===== config.mk =====
export PLATFORM = sky130hd
export DESIGN_NAME = median_filter_five_tap
export DESIGN_NICKNAME = d
export VERILOG_FILES = /design/src/rtl/mf5_pkg.sv /design/src/rtl/mf5_median.sv /design/src/rtl/median_filter_five_tap.sv
export SDC_FILE = /design/constraint.sdc
export NUM_CORES = 1
export LEC_CHECK = 0
export BUFFER_PORTS_ARGS = -buffer_cell sky130_fd_sc_hd__buf_2
export CAP_MARGIN = 20
export CORE_ASPECT_RATIO = 1.25
export CORE_MARGIN = 4
export CORE_UTILIZATION = 37
export DETAILED_ROUTE_END_ITERATION = 7
export GPL_TIMING_DRIVEN = 1
export PLACE_DENSITY = 0.62
export SKIP_CTS_REPAIR_TIMING = 1
export SYNTH_ARGS = -nofsm -noshare
export SYNTH_HDL_FRONTEND = slang
export SYNTH_HIERARCHICAL = 1
export SYNTH_SLANG_ARGS = --single-unit

===== constraint.sdc =====
create_clock -name aclk -period 18.2 [get_ports aclk]
set_input_delay 3.64 -clock aclk [delete_from_list [all_inputs] [get_ports aclk]]
set_output_delay 3.64 -clock aclk [all_outputs]
set_load 0.005 [all_outputs]

===== src/rtl/mf5_pkg.sv =====
// shared types and constants for the five-tap median filter
package mf5_pkg;

    localparam int SAMPLE_BITS = 24;
    localparam int WIN_TAPS    = 5;
    localparam int HIST_DEPTH  = WIN_TAPS - 1;

    typedef logic signed [SAMPLE_BITS-1:0] sample_t;

    // slot index into the window, also used for counts up to five
    typedef logic [2:0] slot_t;

    typedef sample_t window_t [WIN_TAPS];

    localparam slot_t SLOT_MID  = 3'd2;
    localparam slot_t SLOT_NEW  = 3'd4;
    localparam slot_t MAX_SEEN  = 3'd4;
    localparam slot_t TAP_COUNT = 3'd5;

endpackage


===== src/rtl/mf5_median.sv =====
// median of window slots lo..4, mean of the two middle values for even counts
module mf5_median (
    input  mf5_pkg::window_t win,
    input  mf5_pkg::slot_t   lo,
    output mf5_pkg::sample_t median
);
    import mf5_pkg::*;

    logic [WIN_TAPS-1:0] tap_ok;
    slot_t               rank [WIN_TAPS];
    slot_t               taps;
    slot_t               hi_rank;
    slot_t               lo_rank;
    sample_t             hi_val;
    sample_t             lo_val;
    logic [SAMPLE_BITS:0] pair_sum;

    assign taps    = TAP_COUNT - lo;
    assign hi_rank = taps >> 1;
    // odd count: both picks are the same element
    assign lo_rank = taps[0] ? hi_rank : hi_rank - 3'd1;

    always_comb begin
        for (int j = 0; j < WIN_TAPS; j++) begin
            tap_ok[j] = (slot_t'(j) >= lo);
        end
    end

    // rank of each tap among the valid ones, ties broken by slot order
    always_comb begin
        for (int j = 0; j < WIN_TAPS; j++) begin
            rank[j] = '0;
            for (int k = 0; k < WIN_TAPS; k++) begin
                if (k != j && tap_ok[k]) begin
                    if ((win[k] < win[j]) || (win[k] == win[j] && k < j)) begin
                        rank[j] = rank[j] + 3'd1;
                    end
                end
            end
        end
    end

    always_comb begin
        hi_val = '0;
        lo_val = '0;
        for (int j = 0; j < WIN_TAPS; j++) begin
            if (tap_ok[j] && rank[j] == hi_rank) begin
                hi_val = win[j];
            end
            if (tap_ok[j] && rank[j] == lo_rank) begin
                lo_val = win[j];
            end
        end
    end

    // exact sum, arithmetic halving floors toward minus infinity
    assign pair_sum = {hi_val[SAMPLE_BITS-1], hi_val} + {lo_val[SAMPLE_BITS-1], lo_val};
    assign median   = sample_t'(pair_sum[SAMPLE_BITS:1]);

endmodule


===== src/rtl/median_filter_five_tap.sv =====
// five-tap streaming median filter with record-end window clipping
// the job register loads at the accepting edge and the result register loads from it
//   when the result register is empty or m_ready is high
// throughput: one sample per cycle while m_ready is high; an end-of-record sample yields
//   up to three result words, holding s_ready low until the job register emits the last
// reset: synchronous active-low aresetn clears history, sample count and valids
module median_filter_five_tap (
    input  logic             aclk,
    input  logic             aresetn,
    input  logic             s_valid,
    output logic             s_ready,
    input  mf5_pkg::sample_t s_sample,
    input  logic             s_end_of_record,
    output logic             m_valid,
    input  logic             m_ready,
    output mf5_pkg::sample_t m_median,
    output logic             m_final_res
);
    import mf5_pkg::*;

    sample_t hist_reg [HIST_DEPTH];
    sample_t hist_next [HIST_DEPTH];
    slot_t   seen_reg, seen_next;

    logic    job_valid_reg, job_valid_next;
    window_t job_win_reg, job_win_next;
    slot_t   job_first_reg, job_first_next;
    slot_t   job_slot_reg, job_slot_next;
    logic    job_last_reg, job_last_next;

    logic    m_valid_reg, m_valid_next;
    sample_t m_median_reg, m_median_next;
    logic    m_final_reg, m_final_next;

    logic    s_accept;
    logic    out_free;
    logic    emit;
    logic    job_done;
    logic    final_word;
    slot_t   in_first;
    slot_t   slot_lo;
    slot_t   cur_lo;
    window_t in_win;
    sample_t med;

    assign out_free   = !m_valid_reg || m_ready;
    assign emit       = job_valid_reg && out_free;
    assign final_word = job_last_reg && (job_slot_reg == SLOT_NEW);
    assign job_done   = emit && (!job_last_reg || job_slot_reg == SLOT_NEW);
    assign s_ready    = !job_valid_reg || job_done;
    assign s_accept   = s_valid && s_ready;

    assign in_first = MAX_SEEN - seen_reg;
    assign slot_lo  = job_slot_reg - SLOT_MID;
    assign cur_lo   = (slot_lo > job_first_reg) ? slot_lo : job_first_reg;

    always_comb begin
        for (int i = 0; i < HIST_DEPTH; i++) begin
            in_win[i] = hist_reg[HIST_DEPTH-1-i];
        end
        in_win[WIN_TAPS-1] = s_sample;
    end

    mf5_median u_median (
        .win    (job_win_reg),
        .lo     (cur_lo),
        .median (med)
    );

    always_comb begin
        hist_next      = hist_reg;
        seen_next      = seen_reg;
        job_valid_next = job_valid_reg;
        job_win_next   = job_win_reg;
        job_first_next = job_first_reg;
        job_slot_next  = job_slot_reg;
        job_last_next  = job_last_reg;
        m_valid_next   = m_valid_reg;
        m_median_next  = m_median_reg;
        m_final_next   = m_final_reg;

        if (emit) begin
            m_valid_next  = 1'b1;
            m_median_next = med;
            m_final_next  = final_word;
        end else if (m_ready) begin
            m_valid_next = 1'b0;
        end

        if (job_done) begin
            job_valid_next = 1'b0;
        end else if (emit) begin
            job_slot_next = job_slot_reg + 3'd1;
        end

        if (s_accept) begin
            job_win_next   = in_win;
            job_first_next = in_first;
            job_last_next  = s_end_of_record;
            if (s_end_of_record) begin
                // flush the pending positions of this record
                job_valid_next = 1'b1;
                job_slot_next  = (in_first > SLOT_MID) ? in_first : SLOT_MID;
                for (int i = 0; i < HIST_DEPTH; i++) begin
                    hist_next[i] = '0;
                end
                seen_next = '0;
            end else begin
                job_valid_next = (seen_reg >= SLOT_MID);
                job_slot_next  = SLOT_MID;
                for (int i = HIST_DEPTH-1; i > 0; i--) begin
                    hist_next[i] = hist_reg[i-1];
                end
                hist_next[0] = s_sample;
                if (seen_reg < MAX_SEEN) begin
                    seen_next = seen_reg + 3'd1;
                end
            end
        end
    end

    always_ff @(posedge aclk) begin
        if (!aresetn) begin
            for (int i = 0; i < HIST_DEPTH; i++) begin
                hist_reg[i] <= '0;
            end
            seen_reg      <= '0;
            job_valid_reg <= 1'b0;
            m_valid_reg   <= 1'b0;
        end else begin
            hist_reg      <= hist_next;
            seen_reg      <= seen_next;
            job_valid_reg <= job_valid_next;
            m_valid_reg   <= m_valid_next;
        end
        job_win_reg   <= job_win_next;
        job_first_reg <= job_first_next;
        job_slot_reg  <= job_slot_next;
        job_last_reg  <= job_last_next;
        m_median_reg  <= m_median_next;
        m_final_reg   <= m_final_next;
    end

    assign m_valid     = m_valid_reg;
    assign m_median    = m_median_reg;
    assign m_final_res = m_final_reg;

endmodule


Word level (Yosys, flattened, before mapping)
Index checks and enable logic that the tools add are counted.
{"block": "word_totals", "out_inout_bits": 27, "ff_bits": 253, "inputBits": 29, "word_cells": 191}
{"block": "op_classes", "order_cmp": 29, "add_sub_neg": 22, "eq_ne": 22, "n_mux": 65, "reduce_logical": 36}
{"cell": "24-bit less-than comparator", "count": 20}
{"cell": "24-bit == test", "count": 10}
{"cell": "24-bit 2-to-1 mux", "count": 10}
{"cell": "3-bit 2-to-1 mux", "count": 41}
{"cell": "96-bit 2-to-1 mux", "count": 1}
{"cell": "3-bit by 1-bit adder with 3-bit output (second input constant)", "count": 14}
{"cell": "24-bit by 24-bit adder with 25-bit output", "count": 1}
{"cell": "3-bit by 2-bit == test with 1-bit output", "count": 5}
{"cell": "3-bit == test", "count": 5}
{"cell": "1-bit logical AND", "count": 14}
{"cell": "1-bit logical OR", "count": 13}
{"cell": "1-bit 2-to-1 mux", "count": 13}
{"cell": "2-bit nonzero test", "count": 4}
{"cell": "1-bit by 1-bit adder with 2-bit output (second input constant)", "count": 3}
{"cell": "1-bit by 3-bit greater-or-equal comparator with 1-bit output (first input constant)", "count": 2}
{"cell": "2-bit by 3-bit greater-or-equal comparator with 1-bit output (first input constant)", "count": 2}
{"cell": "3-bit subtractor (first input constant)", "count": 2}
{"cell": "2-bit AND reduction", "count": 2}
{"cell": "3-bit == test (second input constant)", "count": 1}
{"cell": "3-bit by 2-bit greater-or-equal comparator with 1-bit output (second input constant)", "count": 1}
{"cell": "3-bit greater-or-equal comparator (first input constant)", "count": 1}
{"cell": "3-bit by 2-bit > comparator with 1-bit output (second input constant)", "count": 1}
{"cell": "3-bit > comparator", "count": 1}
{"cell": "1-bit logical NOT", "count": 3}
{"cell": "4 further kinds", "count": 4}

Depth between registers and ports, before layout
Gate-level depths: netlist (run 1).
{"block": "depth", "depth_word": 22, "depth_mapped": 51, "depth_no_buf": 50}

Cells and area by module
The synthesis (run 1) kept the hierarchy.
{"mod": "mf5_median", "instances": 1, "area_each_um2": 10171.0, "cells_each": 1430, "seq_area_each_um2": 0.0}
{"mod": "median_filter_five_tap", "instances": 1, "area_each_um2": 9082.5, "cells_each": 649, "seq_area_each_um2": 6586.3}

Least setup slack after synthesis (run 1)
Ideal clock, no wire load.
{"block": "synth_timing", "kind": "register to register", "from": "register job_slot_reg[2]", "to": "register m_median_reg[21] (netlist: m_median[21]), data pin", "path_buffers": 2, "slack_ns": 8.757, "stages_incl_launch_ff": 44, "required_time_ns": 17.931, "synth_period_minus_slack_ns": 9.443, "setup_time_ns": 0.269, "t_arrival_ns": 9.175, "path_cell_list": "edfxtp_1 -> xnor2_1 -> ha_1 -> o21ai_0 -> a32oi_1 -> mux2i_1 -> inv_1 -> ha_1 -> a22oi_1 -> a21oi_1 -> ha_1 -> o21ai_0 -> nor3b_1 -> ha_1 -> nand3_1 -> mux2i_1 -> or3_1 -> ha_1 -> [... 8 more ...] -> fa_1 -> a21o_1 -> a21oi_1 -> o21bai_1 -> a21oi_1 -> o21bai_1 -> a21oi_1 -> o21bai_1 -> a21oi_1 -> o21bai_1 -> a21oi_1 -> o21bai_1 -> a31o_2 -> a21oi_1 -> o21bai_1 -> a211oi_1 -> o31ai_1 -> xor2_1"}
{"block": "synth_between", "elab_chain_len": 22, "word_cells_on_any_way": 92, "classes_between": "19 x add/sub; 6 x order compare; 10 x eq/ne; 47 x mux; 10 x reduce/logical"}
{"element": "start: declaration", "line_no": "median_filter_five_tap.sv:28", "rtl": "slot_t job_slot_reg, job_slot_next;"}
{"element": "start signal: assignment", "line_no": "median_filter_five_tap.sv:138", "rtl": "job_slot_reg <= job_slot_next;"}
{"element": "3-bit by 2-bit subtractor with 3-bit output (*)", "line_no": "median_filter_five_tap.sv:54", "rtl": "assign slot_lo = job_slot_reg - SLOT_MID;"}
{"element": "3-bit > comparator (*)", "line_no": "median_filter_five_tap.sv:55", "rtl": "assign cur_lo = (slot_lo > job_first_reg) ? slot_lo : job_first_reg;"}
{"element": "3-bit 2-to-1 mux (*)", "line_no": "median_filter_five_tap.sv:55"}
{"element": "named net cur_lo[1]", "line_no": "median_filter_five_tap.sv:42", "rtl": "slot_t cur_lo;"}
{"element": "1-bit by 3-bit greater-or-equal comparator with 1-bit output", "line_no": "mf5_median.sv:25", "rtl": "tap_ok[j] = (slot_t'(j) >= lo);"}
{"element": "1-bit 2-to-1 mux", "line_no": "mf5_median.sv:34", "rtl": "if (k != j && tap_ok[k]) begin"}
{"element": "1-bit by 1-bit adder with 2-bit output", "line_no": "mf5_median.sv:36", "rtl": "rank[j] = rank[j] + 3'd1;"}
{"element": "3-bit 2-to-1 mux", "line_no": "mf5_median.sv:35", "rtl": "if ((win[k] < win[j]) || (win[k] == win[j] && k < j)) begin"}
{"element": "[... 4 more ...]"}
{"element": "3-bit by 1-bit adder with 3-bit output", "line_no": "mf5_median.sv:36"}
{"element": "3-bit 2-to-1 mux", "line_no": "mf5_median.sv:35"}
{"element": "3-bit 2-to-1 mux", "line_no": "mf5_median.sv:34"}
{"element": "3-bit by 2-bit == test with 1-bit output or 3-bit == test (tied branches)", "line_no": "mf5_median.sv:47, mf5_median.sv:50"}
{"element": "1-bit logical AND (on tied branches)", "line_no": "mf5_median.sv:47, mf5_median.sv:50"}
{"element": "24-bit 2-to-1 mux (on tied branches) (5 in a row)", "line_no": "mf5_median.sv:47, mf5_median.sv:50"}
{"element": "24-bit by 24-bit adder with 25-bit output (*)", "line_no": "mf5_median.sv:57", "rtl": "assign pair_sum = {hi_val[SAMPLE_BITS-1], hi_val} + {lo_val[SAMPLE_BITS-1], lo_val};"}
{"element": "named net med[21]", "line_no": "median_filter_five_tap.sv:44", "rtl": "sample_t med;"}
{"element": "end signal: assignment", "line_no": "median_filter_five_tap.sv:140", "rtl": "m_median_reg <= m_median_next;"}
{"element": "end: declaration", "line_no": "median_filter_five_tap.sv:32", "rtl": "sample_t m_median_reg, m_median_next;"}
Mark *: on every way through the listed nets, which the timed path passes. The rest lies on a longest branch.
A chain may end at the register's enable or synchronous reset.

Worst setup path in the final report (run 1)
{"block": "layout_timing", "from": "register job_slot_reg[2]", "to": "register m_median_reg[21] (netlist: m_median[21]), data pin"}
{"block": "layout_between", "elab_chain_len": 22, "word_cells_on_any_way": 92, "classes_between": "19 x add/sub; 6 x order compare; 10 x eq/ne; 47 x mux; 10 x reduce/logical"}
{"element": "3-bit by 2-bit subtractor with 3-bit output (*)", "line_no": "median_filter_five_tap.sv:54"}
{"element": "3-bit > comparator", "line_no": "median_filter_five_tap.sv:55"}
{"element": "3-bit 2-to-1 mux (*)", "line_no": "median_filter_five_tap.sv:55"}
{"element": "named net cur_lo[2]", "line_no": "median_filter_five_tap.sv:42"}
{"element": "1-bit by 3-bit greater-or-equal comparator with 1-bit output", "line_no": "mf5_median.sv:25"}
{"element": "1-bit 2-to-1 mux", "line_no": "mf5_median.sv:34"}
{"element": "1-bit by 1-bit adder with 2-bit output", "line_no": "mf5_median.sv:36"}
{"element": "3-bit 2-to-1 mux", "line_no": "mf5_median.sv:35"}
{"element": "[... 4 more ...]"}
{"element": "3-bit by 1-bit adder with 3-bit output", "line_no": "mf5_median.sv:36"}
{"element": "3-bit 2-to-1 mux", "line_no": "mf5_median.sv:35"}
{"element": "3-bit 2-to-1 mux", "line_no": "mf5_median.sv:34"}
{"element": "3-bit by 2-bit == test with 1-bit output or 3-bit == test (tied branches)", "line_no": "mf5_median.sv:47, mf5_median.sv:50"}
{"element": "1-bit logical AND (on tied branches)", "line_no": "mf5_median.sv:47, mf5_median.sv:50"}
{"element": "24-bit 2-to-1 mux (on tied branches) (5 in a row)", "line_no": "mf5_median.sv:47, mf5_median.sv:50"}
{"element": "24-bit by 24-bit adder with 25-bit output (*)", "line_no": "mf5_median.sv:57"}
{"element": "named net med[21]", "line_no": "median_filter_five_tap.sv:44"}
Marked as above.

==> out/results.ini, run 1 <==
[worst_setup_path]
start_kind=flop
arrival_ps=11270
worstPathMaxFanout=15
required_ps=18480
crit_path_max_incr_delay_ps=680
path_common_cell=a21oi_1
critical_path_class=flop to flop
end_kind=flop
crit_slowest_cell=a22oi_1

[timing]
fin_setup_tns_ps=0
fmax_ghz=0.0910
rsz0062_at_grt=no
tightestPinTransition_ps=1070
post-route-period-util_pct=60.4
hold_viol=0
clock_skew_ps=19.5
fin_crit_ps=10990
relSlewSlack_pct=28.2
finalMaxSlewViolations=0
setup_violations=0

[power_and_ir_drop]
p_leak_nw=8.48
irDropWorstVdd_v=0.0000875
p_per_area_mw_per_mm2=147

[clock_network]
numCtsBuffers=26
clk_path_buf_depth=3
cts_tree=yes
path_clk_slew_ps=60
cts.sinks=253
cts-root-buf=clkbuf_16
insertion_delay_ps=560
htreeDepth=1

[finish]
synthToLayoutAreaGrowth_pct=9.24
layout-drive-gt1-share_pct=7.26
largest_reg_flops=120
mostFrequentLayoutCells=ha_1 (293), nand2_1 (222), a21oi_1 (172), edfxtp_1 (152), inv_1 (134)
mostFrequentLayoutCell=ha_1
design_area_sq_mm=0.0210
nets=2410
antenna_cells=0

[place]
place_congestion=1.02
port_buffers=55
place_area_sq_mm=0.0201
dpl.hpwl_um=46500

[grt]
grt_max_degree=152
antenna_found_initial=0
first_global_vias=15400
grt_pass1_wl_um=92000
grt.overflow.total=0
grt_use_total_pct=20.8

[logic_synthesis]
synth_area_sq_mm=0.0193
syn_avg_cell_area_sq_um=9.26
syn_inst=2079
synth.distinct_cells=92
synth-edff-count=152
ys.flop_type=edfxtp_1
yosysWarnings=6
syn-num-nets=2402
async_flop_share_pct=0
ys_seq_elements=253
seq_area_frac_synth_pct=34.2

[route]
firstDrtPassIters=6
routedWlPerCell_um=21.8
drt-initial-drc-count=1556
num_vias=16100
ant_nets=0
route.detailed.drc=0
routed_via_density=5.80
drt-total-wl_um=60300

[min_path]
hold_class=flop to flop

[outcome]
status=completed

[die]
initial_core_util_pct=37.4
rows=93
die_area_sq_mm=0.0558
coreArea_sq_mm=0.0515
die_w_um=212
fp.dieH_um=263
ioPinCount=56

[job]
max_cap_viol_count=0

-- path summary, 6_finish.rpt --
| kind | startpoint | to | slack (ps) | depth (start not counted) |
|---|---|---|---|---|
| worst max-delay path | job_slot_reg[2]$_DFFE_PP_ | m_median[21]$_DFFE_PP_ | 7210 | 42 |
| worst min-delay path | hist_reg[1]$_SDFFE_PN0P_ | job_win_reg[97]$_DFFE_PP_ | 430 | 0 |
| worst max register to register | job_slot_reg[2]$_DFFE_PP_ | m_median[21]$_DFFE_PP_ | 7210 | 42 |
| worst min register to register | hist_reg[1]$_SDFFE_PN0P_ | job_win_reg[97]$_DFFE_PP_ | 430 | 0 |
-- where the power goes --
part	switching (W)	total [W]	leakage, nW	internal, W
clock network	0.000226	0.000546	0.442	0.000320
registers	0.0000427	0.000768	2.33	0.000725
logic	0.00111	0.00178	5.71	0.000677
-- cell usage after synthesis, drive strengths merged, types with 12 or more instances --
cell type | n | area share (%)
dfxtp | 101 | 11
nor2b | 30 | 0.97
a221oi | 24 | 1.1
nand3b | 102 | 4.0
xnor2 | 39 | 1.8
a211o | 28 | 1.3
a21o | 15 | 0.58
nor3 | 26 | 0.68
xor2 | 14 | 0.64
a211oi | 14 | 0.60
a31oi | 29 | 0.97
a21oi | 173 | 4.6
and3 | 12 | 0.39
clkbuf | 64 | 1.2
ha | 293 | 19
edfxtp | 152 | 24
nand2 | 223 | 4.4
nand4 | 50 | 1.6
nand3 | 28 | 0.73
nor2 | 118 | 2.3
inv | 135 | 2.6
o21ai | 78 | 2.0
nor4 | 13 | 0.49
a22oi | 25 | 0.97
buf | 25 | 0.84
a21boi | 103 | 4.0
nand2b | 16 | 0.52
o211ai | 16 | 0.72
-- cells by family after synthesis --
| logic type | count (synthesis) | synth area share [%] |
|---|---|---|
| simple gates | 660 | 17.7 |
| xor+xnor | 62 | 3.47 |
| fa+ha+maj | 294 | 19.1 |
| mux | 14 | 0.747 |
| buf+inv | 225 | 4.74 |
| flops | 253 | 34.2 |
| compound gates | 571 | 20.0 |
-- layout make-up --
cell class | count | area [sq um]
clock buffer | 36 | 792
clock inverter | 11 | 96.3
fill | 5065 | 30500
inverter | 136 | 518
multi-input combinational | 1601 | 11800
sequential | 253 | 6590
tap | 665 | 832
timing repair buffer | 69 | 383
-- through the flow --
| step | power (W) | setup slack (ps) | hold WS [ps] | utilization (%) | std cells |
|---|---|---|---|---|---|
| finish | 0.00310 | 7210 | 429 | 40.8 | 2771 |
| floorplan | 0.00201 | 8760 | 408 | - | 2079 |
| global route | 0.00331 | 6420 | 438 | 40.8 | 2771 |
| global placement | 0.00250 | 7060 | 412 | 39.1 | 2723 |
| CTS | 0.00310 | 6670 | 431 | 40.8 | 2770 |
| detailed placement | 0.00253 | 6710 | 418 | 39.1 | 2723 |
-- routing by layer --
metal / track usage (%) / vias up / share of wire (%)
li1: - / 7718 / -
met1: 28.3 / 7725 / 43
met2: 34.3 / 521 / 47
met3: 2.54 / 114 / 6.5
met4: 7.22 / 0 / 4.1
met5: 0 / - / 0
-- critical path: cells and delay by family (launching register included) --
kind | cells | cell delay (ps)
buffers and inverters | 1 | 160
XOR/XNOR | 3 | 520
AND/OR/NAND/NOR | 4 | 1460
flip-flops | 1 | 460
multiplexers | 2 | 620
AO/OA/AOI/OAI | 26 | 5460
adder cells (fa/ha/maj) | 6 | 2000
(Power assumes the default switching activity.)
==> run 2, diff against run 1 <==
--- a/config.mk
+++ b/config.mk
@@ -5,6 +5,7 @@
 export SDC_FILE = /design/constraint.sdc
 export NUM_CORES = 1
 export LEC_CHECK = 0
+export ABC_AREA = 1
 export BUFFER_PORTS_ARGS = -buffer_cell sky130_fd_sc_hd__buf_2
 export CAP_MARGIN = 20
 export CORE_ASPECT_RATIO = 1.25
@@ -12,7 +13,7 @@
 export CORE_UTILIZATION = 37
 export DETAILED_ROUTE_END_ITERATION = 7
 export GPL_TIMING_DRIVEN = 1
-export PLACE_DENSITY = 0.62
+export PLACE_DENSITY = 0.64
 export SKIP_CTS_REPAIR_TIMING = 1
 export SYNTH_ARGS = -nofsm -noshare
 export SYNTH_HDL_FRONTEND = slang
==> constraint.sdc (replaced) <==
create_clock -name aclk -period 9 [get_ports aclk]
set_input_delay 1.8 -clock aclk [delete_from_list [all_inputs] [get_ports aclk]]
set_output_delay 1.8 -clock aclk [all_outputs]
set_load 0.005 [all_outputs]
==> out/results.ini, run 2 <==
[outcome]
status=completed  ; unchanged

[timing]
fin_setup_tns_ps=0  ; unchanged
setup_violations=0  ; unchanged
post-route-period-util_pct=91.8  ; was 60.4%
relSlewSlack_pct=39.3  ; was 28.2%
setup_ws_ps=741  ; was 7210 ps
fin_crit_ps=8260  ; was 10990 ps
hold_viol=0  ; unchanged
finalMaxSlewViolations=0  ; unchanged
clock_skew_ps=23.8  ; was 19.5 ps
rsz0062_at_grt=no  ; unchanged
hold_ws_ps=430  ; was 429 ps
fmax_ghz=0.121  ; was 0.0910 GHz
tightestPinTransition_ps=911  ; was 1070 ps

[power_and_ir_drop]
power_frac_clock_pct=12.8  ; was 17.6%
p_per_area_mw_per_mm2=396  ; was 147 mW/mm^2
seqPwrFrac_pct=19.7  ; was 24.8%
p_sw_w=0.00437  ; was 0.00138 W
p_leak_nw=9.98  ; was 8.48 nW
intPower_w=0.00406  ; was 0.00172 W
p_sw_share_pct=51.8  ; was 44.4%
irDropWorstVdd_v=0.000272  ; was 0.0000875 V
pwr-share-comb_pct=67.5  ; was 57.6%

[finish]
mostFrequentLayoutCell=nand2_1  ; was ha_1
synthToLayoutAreaGrowth_pct=9.39  ; was 9.24%
layout-drive-gt1-share_pct=7.34  ; was 7.26%
stdcell_count=3241  ; was 2771
mostFrequentLayoutCells=nand2_1 (626), ha_1 (292), inv_1 (276), a21oi_1 (218), nand3_1 (193)  ; was ha_1 (293), nand2_1 (222), a21oi_1 (172), edfxtp_1 (152), inv_1 (134)
largest_reg_flops=120  ; unchanged
antenna_cells=0  ; unchanged
design_area_sq_mm=0.0213  ; was 0.0210 sq mm
nets=2879  ; was 2410

[grt]
grt_use_total_pct=22.6  ; was 20.8%
antenna_found_initial=0  ; unchanged
first_global_vias=17300  ; was 15400
grt_pass1_wl_um=99800  ; was 92000 um
grt.overflow.total=0  ; unchanged
grt_max_degree=160  ; was 152

[place]
port_buffers=55  ; unchanged
place_congestion=1.02  ; about the same
dp.cells=3191  ; was 2723
pre_cts_slack_ps=44.3  ; was 6710 ps
place_area_sq_mm=0.0203  ; was 0.0201 sq mm
dpl.hpwl_um=51400  ; was 46500 um

[route]
routed_via_density=5.52  ; was 5.80
ant_nets=0  ; unchanged
num_vias=17900  ; was 16100
firstDrtPassIters=6  ; unchanged
drt-initial-drc-count=1293  ; was 1556
routedWlPerCell_um=20.2  ; was 21.8 um
drt-total-wl_um=65400  ; was 60300 um
route.detailed.drc=0  ; unchanged

[worst_setup_path]
r2r_end=m_median[21]$_DFFE_PP_  ; unchanged
critical_path_class=flop to flop  ; unchanged
crit_start=job_win_reg[71]$_DFFE_PP_  ; was job_slot_reg[2]$_DFFE_PP_
required_ps=9310  ; was 18480 ps
reg2reg_slack_ps=740  ; was 7210 ps
path_common_cell=nand2_1  ; was a21oi_1
arrival_ps=8570  ; was 11270 ps
crit_path_max_incr_delay_ps=550  ; was 680 ps
start_kind=flop  ; unchanged
crit_slowest_cell=or4_4  ; was a22oi_1
end_kind=flop  ; unchanged
r2r_cells=43  ; was 42
worstReg2RegStart=job_win_reg[71]$_DFFE_PP_  ; was job_slot_reg[2]$_DFFE_PP_
worstPathMaxFanout=10  ; was 15

[clock_network]
cts.sinks=253  ; unchanged
cts-root-buf=clkbuf_16  ; unchanged
clk_path_buf_depth=3  ; unchanged
htreeDepth=1  ; unchanged
cts_tree=yes  ; unchanged
numCtsBuffers=26  ; unchanged
path_clk_slew_ps=60  ; about the same
insertion_delay_ps=580  ; was 560 ps

[logic_synthesis]
yosysWarnings=6  ; unchanged
synth.distinct_cells=55  ; was 92
synth_area_sq_mm=0.0195  ; was 0.0193 sq mm
synth_area_leaders=edfxtp_1 (23%), ha_1 (19%), nand2_1 (12%)  ; was edfxtp_1 (24%), ha_1 (19%), dfxtp_1 (11%)
syn-num-nets=2857  ; was 2402
ys.flop_type=edfxtp_1  ; unchanged
ys_seq_elements=253  ; unchanged
synth-edff-count=152  ; unchanged
netlist_top_cells_count=nand2_1 (628), ha_1 (293), inv_1 (277)  ; was ha_1 (293), nand2_1 (222), a21oi_1 (172)
seq_area_frac_synth_pct=33.8  ; was 34.2%
yosysMostFrequentCell=nand2_1  ; was ha_1
yosysTopAreaCell=edfxtp_1  ; unchanged
async_flop_share_pct=0  ; unchanged
syn_avg_cell_area_sq_um=7.69  ; was 9.26 sq um
synth_top_area_share_pct=23.4  ; was 23.7%
syn_inst=2534  ; was 2079

[die]
coreArea_sq_mm=0.0518  ; was 0.0515 sq mm
rows=93  ; unchanged
die_w_um=213  ; was 212 um
fp.dieH_um=265  ; was 263 um
die_area_sq_mm=0.0564  ; was 0.0558 sq mm
ioPinCount=56  ; unchanged
initial_core_util_pct=37.6  ; was 37.4%

[min_path]
hold-path-endpoint=job_win_reg[108]$_DFFE_PP_  ; was job_win_reg[97]$_DFFE_PP_
hold_path_startpoint=hist_reg[12]$_SDFFE_PN0P_  ; was hist_reg[1]$_SDFFE_PN0P_
worstHoldPathCells=0  ; unchanged
hold_class=flop to flop  ; unchanged

[job]
max_cap_viol_count=0  ; unchanged

[run 2: changes by cell type after synthesis, sizes merged, moves of 34 or more]
| cell | delta |
|---|---|
| o21ai | +60 |
| nor2 | +58 |
| nand2 | +427 |
| inv | +153 |
| nand3b | -101 |
| xnor2 | -34 |
| nand3 | +179 |
| a21boi | -102 |
| a21oi | +47 |
[run 2: worst max-delay path, delay by kind of cell, from the launching register on]
| family | cells | cell delay, ps |
|---|---|---|
| and+or+nand+nor | 21 | 3090 |
| AOI/OAI and AO/OA | 13 | 2030 |
| adders and majority gates | 5 | 1790 |
| DFF | 1 | 470 |
| buffers and inverters | 3 | 460 |
| xor gates and xnor gates | 1 | 150 |
[run 2: layout make-up]
| cell class | instances | area (sq um) |
|---|---|---|
| Timing Repair Buffer | 79 | 487 |
| Clock inverter | 11 | 104 |
| Tap cell | 665 | 832 |
| Sequential cell | 253 | 6590 |
| Inverter | 291 | 1100 |
| Multi-Input combinational cell | 1905 | 11500 |
| Fill cell | 5208 | 30500 |
| Clock buffer | 37 | 743 |
[run 2: cell families (layout without fill, tap and decap cells)]
kind of cell / count (synthesis) / count (layout) / synth area share, %
compound gates: 496 / 496 / 14.5
xor+xnor: 22 / 22 / 0.989
fa+ha+maj: 294 / 294 / 18.9
buf+inv: 376 / 418 / 7.83
flops: 253 / 253 / 33.8
simple gates: 1093 / 1093 / 24.0
[run 2: stage by stage]
stage | util (%) | power (W)
floorplan | - | 0.00553
global placement | 39.3 | 0.00721
detailed placement | 39.3 | 0.00723
CTS | 40.9 | 0.00833
global route | 41.1 | 0.00912
finish | 41.1 | 0.00843
[run 2: metal layers]
layer  vias up  routed length (um)  global-route usage (%)
met5         -                   0                       0
met1      8474               26400                    27.5
met2       536               31900                    39.4
met3       181                3010                    2.11
met4         0                4110                    11.7
li1       8697                   -                       -
[run 2: worst max-delay path by stage]
| stage | to | cells past startpoint |
|---|---|---|
| 5_1_grt | m_median[21]$_DFFE_PP_ | 53 |
| 3_5_place_dp | m_median[21]$_DFFE_PP_ | 42 |
| 4_1_cts | m_median[21]$_DFFE_PP_ | 42 |
| 3_3_place_gp | m_median[21]$_DFFE_PP_ | 43 |
| 2_1_floorplan | m_median[21]$_DFFE_PP_ | 50 |
| 6_report | m_median[21]$_DFFE_PP_ | 43 |
[run 2: power by group through the flow]
stage               logic [W]  registers [W]  clock network [W]
floorplan             0.00388        0.00165                  0
global placement      0.00552        0.00168                  0
detailed placement    0.00554        0.00169                  0
CTS                   0.00557        0.00166            0.00110
global route          0.00630        0.00167            0.00114
finish                0.00569        0.00166            0.00108
